[config.mk]
export PLATFORM = sky130hd
export DESIGN_NAME = serial_line_frame_assembler_flat
export DESIGN_NICKNAME = d
export VERILOG_FILES = /design/src/hw/rtl/slfa_pkg.sv /design/src/hw/rtl/slfa_channels.sv /design/src/hw/rtl/serial_line_frame_assembler.sv /design/src/hw/rtl/slfa_front.sv /design/src/hw/rtl/slfa_queue.sv /design/src/hw/rtl/slfa_back.sv /design/src/flat_wrapper.sv
export SDC_FILE = /design/constraint.sdc
export NUM_CORES = 2
export LEC_CHECK = 0
export BUFFER_PORTS_ARGS = -buffer_cell sky130_fd_sc_hd__buf_2
export CAP_MARGIN = 20
export CORE_ASPECT_RATIO = 0.9
export CORE_UTILIZATION = 30
export DETAILED_ROUTE_END_ITERATION = 10
export PLACE_DENSITY = 0.54
export SLEW_MARGIN = 20
export SYNTH_ARGS = -nofsm -noshare
export SYNTH_HDL_FRONTEND = slang
export SYNTH_SLANG_ARGS = --single-unit
[constraint.sdc]
create_clock -name clock -period 20.1 [get_ports clock]
set_input_delay 1.005 -clock clock [delete_from_list [all_inputs] [get_ports clock]]
set_output_delay 1.005 -clock clock [all_outputs]
set_load 0.03 [all_outputs]
[src/hw/rtl/slfa_pkg.sv]
package slfa_pkg;

   // frame store geometry
   localparam int BufDepth = 256;
   localparam int IdxW     = $clog2(BufDepth);
   localparam int CntW     = IdxW + 1;

   // special characters
   localparam logic [7:0] ChLf  = 8'h0A;
   localparam logic [7:0] ChCr  = 8'h0D;
   localparam logic [7:0] ChNul = 8'h00;

   // operation codes of an input item
   typedef enum logic [1:0] {
      OpRecv    = 2'd0,
      OpRelease = 2'd1,
      OpRead    = 2'd2
   } op_type;

   // configuration register indexes
   typedef enum logic [0:0] {
      CsrFrameMode = 1'b0,
      CsrMinHeader = 1'b1
   } csr_idx_type;

   // frame end modes
   localparam logic ModeLine   = 1'b0;
   localparam logic ModeHeader = 1'b1;

   // command handed from the front part to the back part
   typedef struct packed {
      logic            write_en;
      logic            read_en;
      logic            term;
      logic [IdxW-1:0] addr;
      logic [7:0]      data;
      logic            frame_done;
      logic [7:0]      frame_length;
      logic            frame_held;
      logic            byte_dropped;
      logic            overflow;
   } cmd_type;

   // one result item
   typedef struct packed {
      logic       frame_done;
      logic [7:0] frame_length;
      logic [7:0] read_data;
      logic       frame_held;
      logic       byte_dropped;
      logic       overflow;
   } rsp_type;

endpackage

[src/hw/rtl/slfa_channels.sv]
interface slfa_req_if;
   logic       valid;
   logic       ready;
   logic [1:0] operation;
   logic [7:0] rx_byte;
   logic [7:0] read_index;

   modport source (output valid, output operation, output rx_byte, output read_index,
                   input ready);
   modport sink   (input valid, input operation, input rx_byte, input read_index,
                   output ready);
endinterface

interface slfa_rsp_if;
   logic       valid;
   logic       ready;
   logic       frame_done;
   logic [7:0] frame_length;
   logic [7:0] read_data;
   logic       frame_held;
   logic       byte_dropped;
   logic       overflow;

   modport source (output valid, output frame_done, output frame_length, output read_data,
                   output frame_held, output byte_dropped, output overflow, input ready);
   modport sink   (input valid, input frame_done, input frame_length, input read_data,
                   input frame_held, input byte_dropped, input overflow, output ready);
endinterface

[src/hw/rtl/serial_line_frame_assembler.sv]
// Serial line frame assembler.
// req_ch carries one operation per transfer: receive a byte, release the
// held frame, or read a frame store entry. rsp_ch returns exactly one result
// per request, in order: frame end flag and length, read data, held flag,
// dropped flag and overflow flag.
// csr_write_enable/csr_index/csr_write_data set frame_mode (index 0) and
// min_header_length (index 1); write them only while the block is idle.
// Results are registered after the queue; throughput is one item per cycle
// while results are taken, set by the combinational front classifier and
// the single write port of the frame store (the zero after a frame is
// written in the following cycle, when no byte can be stored).
// A 2-entry command queue sits between front and back: when the receiver
// stalls, the output register holds its result, the queue fills and
// req_ch.ready drops once two commands wait.
// Synchronous reset clears fill count, held flag, byte history, queue and
// output valid; frame_mode returns to 0 and min_header_length to 16. The
// frame store is not cleared and needs no clearing pass.
module serial_line_frame_assembler (
   input  logic       clock,
   input  logic       reset,
   slfa_req_if.sink   req_ch,
   slfa_rsp_if.source rsp_ch,
   input  logic       csr_write_enable,
   input  logic [0:0] csr_index,
   input  logic [7:0] csr_write_data
);

   logic              accept;
   logic              q_full;
   logic              q_not_empty;
   logic              q_pop;
   slfa_pkg::cmd_type front_cmd;
   slfa_pkg::cmd_type back_cmd;
   slfa_pkg::rsp_type rsp;

   // request transfer
   assign req_ch.ready = !q_full;
   assign accept       = req_ch.valid && req_ch.ready;

   slfa_front u_front (
      .clock            (clock),
      .reset            (reset),
      .accept           (accept),
      .operation        (req_ch.operation),
      .rx_byte          (req_ch.rx_byte),
      .read_index       (req_ch.read_index),
      .csr_write_enable (csr_write_enable),
      .csr_index        (csr_index),
      .csr_write_data   (csr_write_data),
      .cmd              (front_cmd)
   );

   slfa_queue u_queue (
      .clock     (clock),
      .reset     (reset),
      .push      (accept),
      .push_cmd  (front_cmd),
      .full      (q_full),
      .pop       (q_pop),
      .not_empty (q_not_empty),
      .pop_cmd   (back_cmd)
   );

   slfa_back u_back (
      .clock     (clock),
      .reset     (reset),
      .cmd_valid (q_not_empty),
      .cmd       (back_cmd),
      .pop       (q_pop),
      .rsp_valid (rsp_ch.valid),
      .rsp_ready (rsp_ch.ready),
      .rsp       (rsp)
   );

   // result fields
   assign rsp_ch.frame_done   = rsp.frame_done;
   assign rsp_ch.frame_length = rsp.frame_length;
   assign rsp_ch.read_data    = rsp.read_data;
   assign rsp_ch.frame_held   = rsp.frame_held;
   assign rsp_ch.byte_dropped = rsp.byte_dropped;
   assign rsp_ch.overflow     = rsp.overflow;

endmodule

[src/hw/rtl/slfa_front.sv]
module slfa_front (
   input  logic                  clock,
   input  logic                  reset,
   input  logic                  accept,
   input  logic [1:0]            operation,
   input  logic [7:0]            rx_byte,
   input  logic [7:0]            read_index,
   input  logic                  csr_write_enable,
   input  logic [0:0]            csr_index,
   input  logic [7:0]            csr_write_data,
   output slfa_pkg::cmd_type     cmd
);

   logic                       frame_mode_ff, frame_mode_in;
   logic [7:0]                 min_header_ff, min_header_in;
   logic [slfa_pkg::IdxW-1:0]  fill_ff, fill_in;
   logic                       held_ff, held_in;
   logic [23:0]                recent_ff, recent_in;

   logic [slfa_pkg::CntW-1:0]  new_cnt;
   logic                       full;
   logic                       term;
   logic                       in_range;

   // configuration writes
   always_comb begin
      frame_mode_in = frame_mode_ff;
      min_header_in = min_header_ff;
      if (csr_write_enable) begin
         unique case (slfa_pkg::csr_idx_type'(csr_index))
            slfa_pkg::CsrFrameMode: frame_mode_in = csr_write_data[0];
            slfa_pkg::CsrMinHeader: min_header_in = csr_write_data;
            default: ;
         endcase
      end
   end

   // frame end detection for a received byte
   always_comb begin
      new_cnt  = slfa_pkg::CntW'(fill_ff) + slfa_pkg::CntW'(1);
      full     = (fill_ff == slfa_pkg::IdxW'(slfa_pkg::BufDepth - 2));
      in_range = (32'(read_index) < slfa_pkg::BufDepth);
      if (frame_mode_ff == slfa_pkg::ModeLine) begin
         term = (rx_byte == slfa_pkg::ChCr) || (rx_byte == slfa_pkg::ChLf);
      end else begin
         term = (32'(new_cnt) > 32'(min_header_ff)) &&
                ({recent_ff, rx_byte} ==
                 {slfa_pkg::ChCr, slfa_pkg::ChLf, slfa_pkg::ChCr, slfa_pkg::ChLf});
      end
   end

   // classify the item and work out its result fields
   always_comb begin
      fill_in   = fill_ff;
      held_in   = held_ff;
      recent_in = recent_ff;
      cmd       = '0;
      cmd.data  = rx_byte;
      cmd.addr  = fill_ff;
      case (slfa_pkg::op_type'(operation))
         slfa_pkg::OpRecv: begin
            if (held_ff) begin
               cmd.byte_dropped = 1'b1;
            end else begin
               cmd.write_en = 1'b1;
               if (term || full) begin
                  cmd.term         = 1'b1;
                  cmd.frame_done   = 1'b1;
                  cmd.frame_length = 8'(new_cnt);
                  cmd.overflow     = !term;
                  held_in          = 1'b1;
                  fill_in          = '0;
                  recent_in        = '0;
               end else begin
                  fill_in   = slfa_pkg::IdxW'(new_cnt);
                  recent_in = {recent_ff[15:0], rx_byte};
               end
            end
         end
         slfa_pkg::OpRelease: begin
            held_in = 1'b0;
         end
         slfa_pkg::OpRead: begin
            cmd.read_en = in_range;
            cmd.addr    = slfa_pkg::IdxW'(read_index);
         end
         default: ;
      endcase
      cmd.frame_held = held_in;
   end

   // control state
   always_ff @(posedge clock) begin
      if (reset) begin
         frame_mode_ff <= slfa_pkg::ModeLine;
         min_header_ff <= 8'd16;
         fill_ff       <= '0;
         held_ff       <= 1'b0;
         recent_ff     <= '0;
      end else begin
         frame_mode_ff <= frame_mode_in;
         min_header_ff <= min_header_in;
         if (accept) begin
            fill_ff   <= fill_in;
            held_ff   <= held_in;
            recent_ff <= recent_in;
         end
      end
   end

endmodule

[src/hw/rtl/slfa_queue.sv]
module slfa_queue (
   input  logic              clock,
   input  logic              reset,
   input  logic              push,
   input  slfa_pkg::cmd_type push_cmd,
   output logic              full,
   input  logic              pop,
   output logic              not_empty,
   output slfa_pkg::cmd_type pop_cmd
);

   slfa_pkg::cmd_type entry_ff [2];
   logic              wr_ptr_ff, wr_ptr_in;
   logic              rd_ptr_ff, rd_ptr_in;
   logic [1:0]        count_ff, count_in;

   // status and head of queue
   always_comb begin
      full      = (count_ff == 2'd2);
      not_empty = (count_ff != 2'd0);
      pop_cmd   = entry_ff[rd_ptr_ff];
      wr_ptr_in = push ? !wr_ptr_ff : wr_ptr_ff;
      rd_ptr_in = pop ? !rd_ptr_ff : rd_ptr_ff;
      count_in  = count_ff + 2'(push) - 2'(pop);
   end

   // pointers and fill level
   always_ff @(posedge clock) begin
      if (reset) begin
         wr_ptr_ff <= 1'b0;
         rd_ptr_ff <= 1'b0;
         count_ff  <= 2'd0;
      end else begin
         wr_ptr_ff <= wr_ptr_in;
         rd_ptr_ff <= rd_ptr_in;
         count_ff  <= count_in;
      end
   end

   // entry storage
   always_ff @(posedge clock) begin
      if (push) begin
         entry_ff[wr_ptr_ff] <= push_cmd;
      end
   end

endmodule

[src/hw/rtl/slfa_back.sv]
module slfa_back (
   input  logic              clock,
   input  logic              reset,
   input  logic              cmd_valid,
   input  slfa_pkg::cmd_type cmd,
   output logic              pop,
   output logic              rsp_valid,
   input  logic              rsp_ready,
   output slfa_pkg::rsp_type rsp
);

   logic [7:0]                frame_store [slfa_pkg::BufDepth];

   logic                      out_valid_ff, out_valid_in;
   slfa_pkg::cmd_type         out_cmd_ff;
   logic [7:0]                rd_data_ff;
   logic                      rd_zero_ff;
   logic                      nul_pend_ff, nul_pend_in;
   logic [slfa_pkg::IdxW-1:0] nul_addr_ff;

   logic                      mem_we;
   logic [slfa_pkg::IdxW-1:0] mem_wa;
   logic [7:0]                mem_wd;
   logic                      mem_re;

   // take the next command when the output register is free or drains
   always_comb begin
      pop          = cmd_valid && (!out_valid_ff || rsp_ready);
      out_valid_in = pop || (out_valid_ff && !rsp_ready);
      nul_pend_in  = pop && cmd.write_en && cmd.term;
      mem_re       = pop && cmd.read_en;
      // the terminating zero goes in the cycle after the last byte
      mem_we       = nul_pend_ff || (pop && cmd.write_en);
      mem_wa       = nul_pend_ff ? nul_addr_ff : cmd.addr;
      mem_wd       = nul_pend_ff ? slfa_pkg::ChNul : cmd.data;
   end

   // control state
   always_ff @(posedge clock) begin
      if (reset) begin
         out_valid_ff <= 1'b0;
         nul_pend_ff  <= 1'b0;
      end else begin
         out_valid_ff <= out_valid_in;
         nul_pend_ff  <= nul_pend_in;
      end
   end

   // output register and pending zero address
   always_ff @(posedge clock) begin
      if (pop) begin
         out_cmd_ff <= cmd;
      end
      if (nul_pend_in) begin
         nul_addr_ff <= cmd.addr + slfa_pkg::IdxW'(1);
      end
      if (mem_re) begin
         rd_zero_ff <= nul_pend_ff && (cmd.addr == nul_addr_ff);
      end
   end

   // frame store
   always_ff @(posedge clock) begin
      if (mem_we) begin
         frame_store[mem_wa] <= mem_wd;
      end
      if (mem_re) begin
         rd_data_ff <= frame_store[cmd.addr];
      end
   end

   // result item
   always_comb begin
      rsp_valid        = out_valid_ff;
      rsp.frame_done   = out_cmd_ff.frame_done;
      rsp.frame_length = out_cmd_ff.frame_length;
      rsp.read_data    = (out_cmd_ff.read_en && !rd_zero_ff) ? rd_data_ff : 8'd0;
      rsp.frame_held   = out_cmd_ff.frame_held;
      rsp.byte_dropped = out_cmd_ff.byte_dropped;
      rsp.overflow     = out_cmd_ff.overflow;
   end

endmodule
[src/flat_wrapper.sv]
// flat-port wrapper written by rule: the top's interface ports become plain ports
module serial_line_frame_assembler_flat 
  (clock, reset, csr_write_enable, csr_index, csr_write_data, req_ch_valid, req_ch_operation, req_ch_rx_byte, req_ch_read_index, req_ch_ready, rsp_ch_valid, rsp_ch_frame_done, rsp_ch_frame_length, rsp_ch_read_data, rsp_ch_frame_held, rsp_ch_byte_dropped, rsp_ch_overflow, rsp_ch_ready);
  slfa_req_if req_ch_i ();
  slfa_rsp_if rsp_ch_i ();
  input  logic clock;
  input  logic reset;
  input  logic csr_write_enable;
  input  logic [0:0] csr_index;
  input  logic [7:0] csr_write_data;
  input wire logic [$bits(req_ch_i.valid)-1:0] req_ch_valid;
  input wire logic [$bits(req_ch_i.operation)-1:0] req_ch_operation;
  input wire logic [$bits(req_ch_i.rx_byte)-1:0] req_ch_rx_byte;
  input wire logic [$bits(req_ch_i.read_index)-1:0] req_ch_read_index;
  output wire logic [$bits(req_ch_i.ready)-1:0] req_ch_ready;
  output wire logic [$bits(rsp_ch_i.valid)-1:0] rsp_ch_valid;
  output wire logic [$bits(rsp_ch_i.frame_done)-1:0] rsp_ch_frame_done;
  output wire logic [$bits(rsp_ch_i.frame_length)-1:0] rsp_ch_frame_length;
  output wire logic [$bits(rsp_ch_i.read_data)-1:0] rsp_ch_read_data;
  output wire logic [$bits(rsp_ch_i.frame_held)-1:0] rsp_ch_frame_held;
  output wire logic [$bits(rsp_ch_i.byte_dropped)-1:0] rsp_ch_byte_dropped;
  output wire logic [$bits(rsp_ch_i.overflow)-1:0] rsp_ch_overflow;
  input wire logic [$bits(rsp_ch_i.ready)-1:0] rsp_ch_ready;
  assign req_ch_i.valid = req_ch_valid;
  assign req_ch_i.operation = req_ch_operation;
  assign req_ch_i.rx_byte = req_ch_rx_byte;
  assign req_ch_i.read_index = req_ch_read_index;
  assign req_ch_ready = req_ch_i.ready;
  assign rsp_ch_valid = rsp_ch_i.valid;
  assign rsp_ch_frame_done = rsp_ch_i.frame_done;
  assign rsp_ch_frame_length = rsp_ch_i.frame_length;
  assign rsp_ch_read_data = rsp_ch_i.read_data;
  assign rsp_ch_frame_held = rsp_ch_i.frame_held;
  assign rsp_ch_byte_dropped = rsp_ch_i.byte_dropped;
  assign rsp_ch_overflow = rsp_ch_i.overflow;
  assign rsp_ch_i.ready = rsp_ch_ready;
  serial_line_frame_assembler u_core (.clock(clock), .reset(reset), .req_ch(req_ch_i), .rsp_ch(rsp_ch_i), .csr_write_enable(csr_write_enable), .csr_index(csr_index), .csr_write_data(csr_write_data));
endmodule
=== Yosys cells after proc, flatten, opt, wreduce, memory -nomap -nowiden ===
Memories as Yosys holds them, arrays and structs flattened. A register that Yosys moved wholly into a read port is not among the register bits.
Index checks and enable logic that the tools add are counted.

* Bits in registers: 70
* Output and inout port bits: 22
* Memories kept: 2
* Bits in writable memories: 2110
* Input bits: 32

* Equality and inequality tests: 8
* Muxes and demuxes: 28
* Add/sub/neg operators: 4
* Bitwise logic cells: 2
* Reductions and logical operators: 26
* Magnitude comparators: 1

{| class="wikitable"
|+ Memory list
! name !! depth !! width !! read ports !! clocked after Yosys merged registers in !! write ports !! RTL line !! RTL
|-
| u_core.u_back.frame_store || 256 || 8 || 1 || 1 || 1 || slfa_back.sv:12 || <nowiki>logic [7:0] frame_store [slfa_pkg::BufDepth];</nowiki>
|-
| u_core.u_queue.entry_ff || 2 || 31 || 1 || 1 || 1 || slfa_queue.sv:12 || <nowiki>slfa_pkg::cmd_type entry_ff [2];</nowiki>
|}

{| class="wikitable"
|+ Operators by type and width
! kind !! number
|-
| two-way mux 8 bit || 5
|-
| == test 32 x 28 -> 1 bit (second input constant) || 1
|-
| two-way mux 9 bit || 3
|-
| two-way mux 24 bit || 1
|-
| two-way mux 1 bit || 17
|-
| == test 8 x 4 -> 1 bit (second input constant) || 2
|-
| adder 8 x 1 -> 9 bit (second input constant) || 1
|-
| > comparator 9 x 8 -> 1 bit || 1
|-
| logical AND 1 bit || 9
|-
| adder 8 x 1 -> 8 bit (second input constant) || 1
|-
| == test 8 bit || 1
|-
| == test 8 bit (second input constant) || 1
|-
| logical NOT 1 bit || 7
|-
| logical OR 1 bit || 5
|-
| == test 2 bit (second input constant) || 2
|-
| AND reduction 2 bit || 2
|-
| AND reduction 3 bit || 1
|-
| adder 2 x 1 -> 2 bit || 1
|-
| == test 2 x 1 -> 1 bit (second input constant) || 1
|-
| logical NOT 2 bit || 1
|-
| two-way mux 2 bit || 1
|-
| NOT 1 bit || 2
|-
| one-hot mux 1 bit (2 select lines) || 1
|-
| nonzero test 2 bit || 1
|-
| subtractor 2 x 1 -> 2 bit || 1
|}

=== Logic depth before layout (Yosys ltp) ===
* Word-level depth: 8
* Gate-level depth with buffers: 15

=== Hierarchy ===
A second synthesis with hierarchy kept.

* Cells, all modules: 4309
* Area total of the unflattened synthesis: 86083.8 um^2

{| class="wikitable"
|+ By module, submodules not included
! module !! seq. area each (um^2) !! cells each !! area an instance (um^2) !! instances
|-
| slfa_back || 62439.9 || 3952 || 81444.4 || 1
|-
| slfa_queue || 1961.9 || 117 || 2463.6 || 1
|-
| slfa_front || 840.8 || 238 || 2165.8 || 1
|-
| serial_line_frame_assembler || 0.0 || 2 || 10.0 || 1
|}

=== Least setup slack after synthesis ===
OpenSTA, ideal clock, no wires.

* Kind: flip-flop to flip-flop
* Start: register with a tool-made name
* End: memory u_core.u_back.frame_store[0][0], data pin
* Arrival: 7.697 ns
* Path slack: 11.012 ns
* Stages on the path, launching flop included: 8
* Cell sequence: dfxtp_1 > buf_6 > buf_4 > buf_2 > buf_1 > clkbuf_1 > mux2i_1 > nor2_1

{| class="wikitable"
|+ RTL lines
! what !! RTL line
|-
| end, declared || slfa_back.sv:12
|}

==> summary.md <==
| Metric | Value |
|---|---|
| Clk pin slew, worst setup/hold paths | 0.06 ns |
| Status | complete, no violations |
| Critical Path RT | 20.72 ns |
| Die Width | 568 um |
| CP Launch Type | flop |
| Final hold viol count | 0 |
| P_leak | 31.3 nW |
| Mean cell area of the mapped netlist | 14.6 um^2 |
| CTS Buffer Depth | 4 |
| Half-perimeter wire length after placement | 152,000 um |
| Largest net degree at the start of global routing | 171 |
| CP arrival | 8.09 ns |
| Peak supply drop | 96.1 uV |
| Post-synthesis register bit count | 2,187 |
| Pins Over Slew Limit | 0 |
| Clock Power Share | 29.5% |
| Main synth FF type | edfxtp_1 |
| Total setup buffers inserted after CTS | 0 |
| Routed Antenna Nets | 0 |
| Max Fanout on Critical Path | 91 |
| Wirelength per Cell | 26.7 um |
| Port buffer count | 53 |
| Synth Instances | 5,935 |
| Fraction of layout cells with a size suffix above 1 | 11.0% |
| Layout area overhead | 12.8% |
| Pwr Density | 136 mW/mm^2 |
| Starting Density | 30.2% |
| Max_cap viols | 0 |
| Worst path slowest cell | o41ai_1 |
| Fin crit share | 37.1% |
| Remaining global-route overflow | 0 |
| CTS Buf Count | 213 |
| Worst setup EP type | flop |
| Io pins | 54 |
| # DRC | 0 |
| Sequential share of power | 42.2% |
| TritonCTS clock tree | yes |
| Net load switching power | 0.00465 W |
| CP peak stage delay | 0.92 ns |
| Fin crit period | 7.47 ns |
| Clock Skew | 0.0705 ns |
| Placement Rows | 186 |
| Router iterations before antenna repair | 7 |
| Synthesized cell area | 0.0866 mm^2 |
| Total negative slack | 0 ns |
| H-Tree Depth | 4 |
| Hold/Removal Path Class | in -> reg |
| GPL Wtd Cong | 0.824 |
| Final setup fails | 0 |
| Number of global-route vias before repair | 50,400 |
| Synthesized Nets | 5,980 |
| Worst Tran Pin Value | 1.25 ns |
| Sequential share of the synthesized area | 75.3% |
| Overall power | 0.0132 W |
| CTS resizes | 0 |
| Nets | 5,986 |
| Tot GR Track Use | 17.6% |
| Worst hold slack | 0.392 ns |
| Die area | 0.291 mm^2 |
| Die H | 512 um |
| Syn. warnings | 0 |
| CP most frequent cell | buf_4 |
| Combinational cell fraction of total power | 28.3% |
| Via Count | 52,500 |
| Antenna violations before repair | 8 |
| RSZ-0062 raised after global routing | false |
| Crit path kind | reg -> reg |
| Worst-Skew Late Latency | 0.90 ns |
| Slew headroom | 15.7% |
| Post-synth top area cell | edfxtp_1 |
| Crit path buffers/inverters | 7 |
| Final wirelength | 264,000 um |
| Asr flop ratio synth | 0% |
| Core area | 0.286 mm^2 |
| P_int | 0.00859 W |
| Crit-path cells | buf_4 > mux2i_4 > buf_4 > inv_8 > buf_4 > buf_4 > buf_4 > buf_4 > mux2i_1 > mux4_2 > o21ai_0 > o41ai_1 > o21ai_0 > a31o_1 |
| Clock Root Buffer | clkbuf_16 |
| Yosys cell types | 66 |
| CP top delay family | buffers and inverters |
| Clock Sinks | 2,187 |
| Top cells by area, synth | edfxtp_1 (74%), nand2_1 (5.7%), nand3_1 (3.3%), mux4_2 (3.3%), mux2i_1 (2.3%) |
| Sw Share | 35.1% |
| Yosys top cell area share | 74.2% |
| First-pass GRT wire length | 374,000 um |
| Initial detailed-routing violation count | 6,974 |
| Fmax | 0.134 GHz |
| Hold_buf cts | 0 |
| DR vias/cell | 5.31 |
| Number of enable flip-flop cells after synthesis | 2,138 |
## cells by family after synthesis
family                   Yosys count  synth area share, %
AO/OA/AOI/OAI                    669                 5.06
XOR/XNOR                          22                0.223
adder cells (fa/ha/maj)           13                0.188
buffers and inverters            406                 2.23
flip-flops                      2187                 75.3
multiplexers                     355                 5.97
AND/OR/NAND/NOR                 2283                 11.0
## final timing paths
kind                            cells past startpoint                                      endpoint  slack, ns                                         start
worst max-delay path                               14         u_core.u_back.rd_data_ff[5]$_DFFE_PP_      12.63                                          flop
worst min-delay path                                1      u_core.u_queue.entry_ff[0][15]$_DFFE_PP_       0.39                             req_ch_rx_byte[3]
worst max register to register                     14         u_core.u_back.rd_data_ff[5]$_DFFE_PP_      12.63                                          flop
worst min register to register                      2  u_core.u_front.min_header_ff[2]$_SDFFE_PP0P_       0.46  u_core.u_front.min_header_ff[2]$_SDFFE_PP0P_
## cells in the mapped netlist (all sizes together), types with 20 or more instances
| library cell | n |
|---|---|
| o22ai | 46 |
| dfxtp | 49 |
| nand2 | 1324 |
| and3 | 32 |
| a31oi | 31 |
| a22o | 31 |
| a21oi | 264 |
| buf | 201 |
| mux2 | 27 |
| mux4 | 125 |
| nand3 | 566 |
| clkbuf | 184 |
| nor2 | 288 |
| a2111oi | 78 |
| inv | 21 |
| mux2i | 203 |
| o21ai | 71 |
| edfxtp | 2138 |
| o2111ai | 20 |
## routing by layer
layer / GRT usage (%) / wire (um)
met4: 5.23 / 7550
met3: 3.34 / 24700
met5: 0 / 28
met1: 26.0 / 116000
met2: 26.2 / 116000
## layout by cell type, fill, tap and decap left out, drive strengths merged, types with 27 or more instances in the layout
master and count:
mux4 125, buf 176, nand3 566, clkinv 98
a2111oi 78, dfxtp 49, a22o 31, mux2 27
nor2 288, o22ai 46, clkbuf 257, inv 28
a31oi 31, and3 32, a21oi 264, o21ai 71
nand2 1324, mux2i 203, edfxtp 2138
## final cells by class
cell class                      count  area, um^2
Timing Repair Buffer              176        1290
Clock inverter                    125        1000
Multi-Input combinational cell   3342       19800
Antenna cell                        3        7.51
Fill cell                       27500      189000
Clock buffer                      257        5580
Inverter                           21        93.8
Tap cell                         3760        4700
Sequential cell                  2187       65200
## stage by stage
stage / std cells / instance area [um^2] / setup slack, ns / util (%)
floorplan: 5935 / 86600 / 11.01 / -
global placement: 9486 / 91000 / 12.76 / 31.8
detailed placement: 9486 / 91000 / 12.72 / 31.8
CTS: 9868 / 97600 / 12.73 / 34.1
global route: 9869 / 97600 / 12.39 / 34.1
finish: 9871 / 97600 / 12.63 / 34.1
## state kept, by name, indices dropped and copies added (netlist names), named ones only
register                      count
u_core.u_queue.rd_ptr_ff          1
u_core.u_queue.entry_ff          60
u_core.u_front.frame_mode_ff      1
u_core.u_back.rsp                12
u_core.u_back.rd_data_ff          8
u_core.u_front.min_header_ff      8
u_core.u_back.rd_zero_ff          1
u_core.u_front.held_ff            1
u_core.u_queue.wr_ptr_ff          1
u_core.u_front.recent_ff         24
u_core.u_back.frame_store      2048
u_core.u_queue.count_ff           2
u_core.u_back.nul_addr_ff         8
u_core.u_back.nul_pend_ff         1
u_core.u_back.rsp_valid           1
u_core.u_back.out_cmd_ff          1
u_core.u_front.fill_ff            8
## worst register-to-register path: stages, from the launching register on
cell     delay [ns]
dfxtp_2        0.31
buf_4          0.61
mux2i_4        0.13
buf_4          0.33
inv_8          0.62
buf_4          0.71
buf_4          0.71
buf_4          0.80
buf_4          0.80
mux2i_1        0.27
mux4_2         0.24
o21ai_0        0.12
o41ai_1        0.92
o21ai_0        0.38
a31o_1         0.29
## power by group through the flow
| stage | sequential [W] | clock, W | combinational, W |
|---|---|---|---|
| after floorplan | 0.00583 | 0 | 0.00205 |
| after global placement | 0.00568 | 0 | 0.00368 |
| after detailed placement | 0.00569 | 0 | 0.00371 |
| after CTS | 0.00559 | 0.00394 | 0.00372 |
| after global routing | 0.00559 | 0.00411 | 0.00392 |
| final | 0.00559 | 0.00390 | 0.00375 |
(Power assumes the default switching activity.)
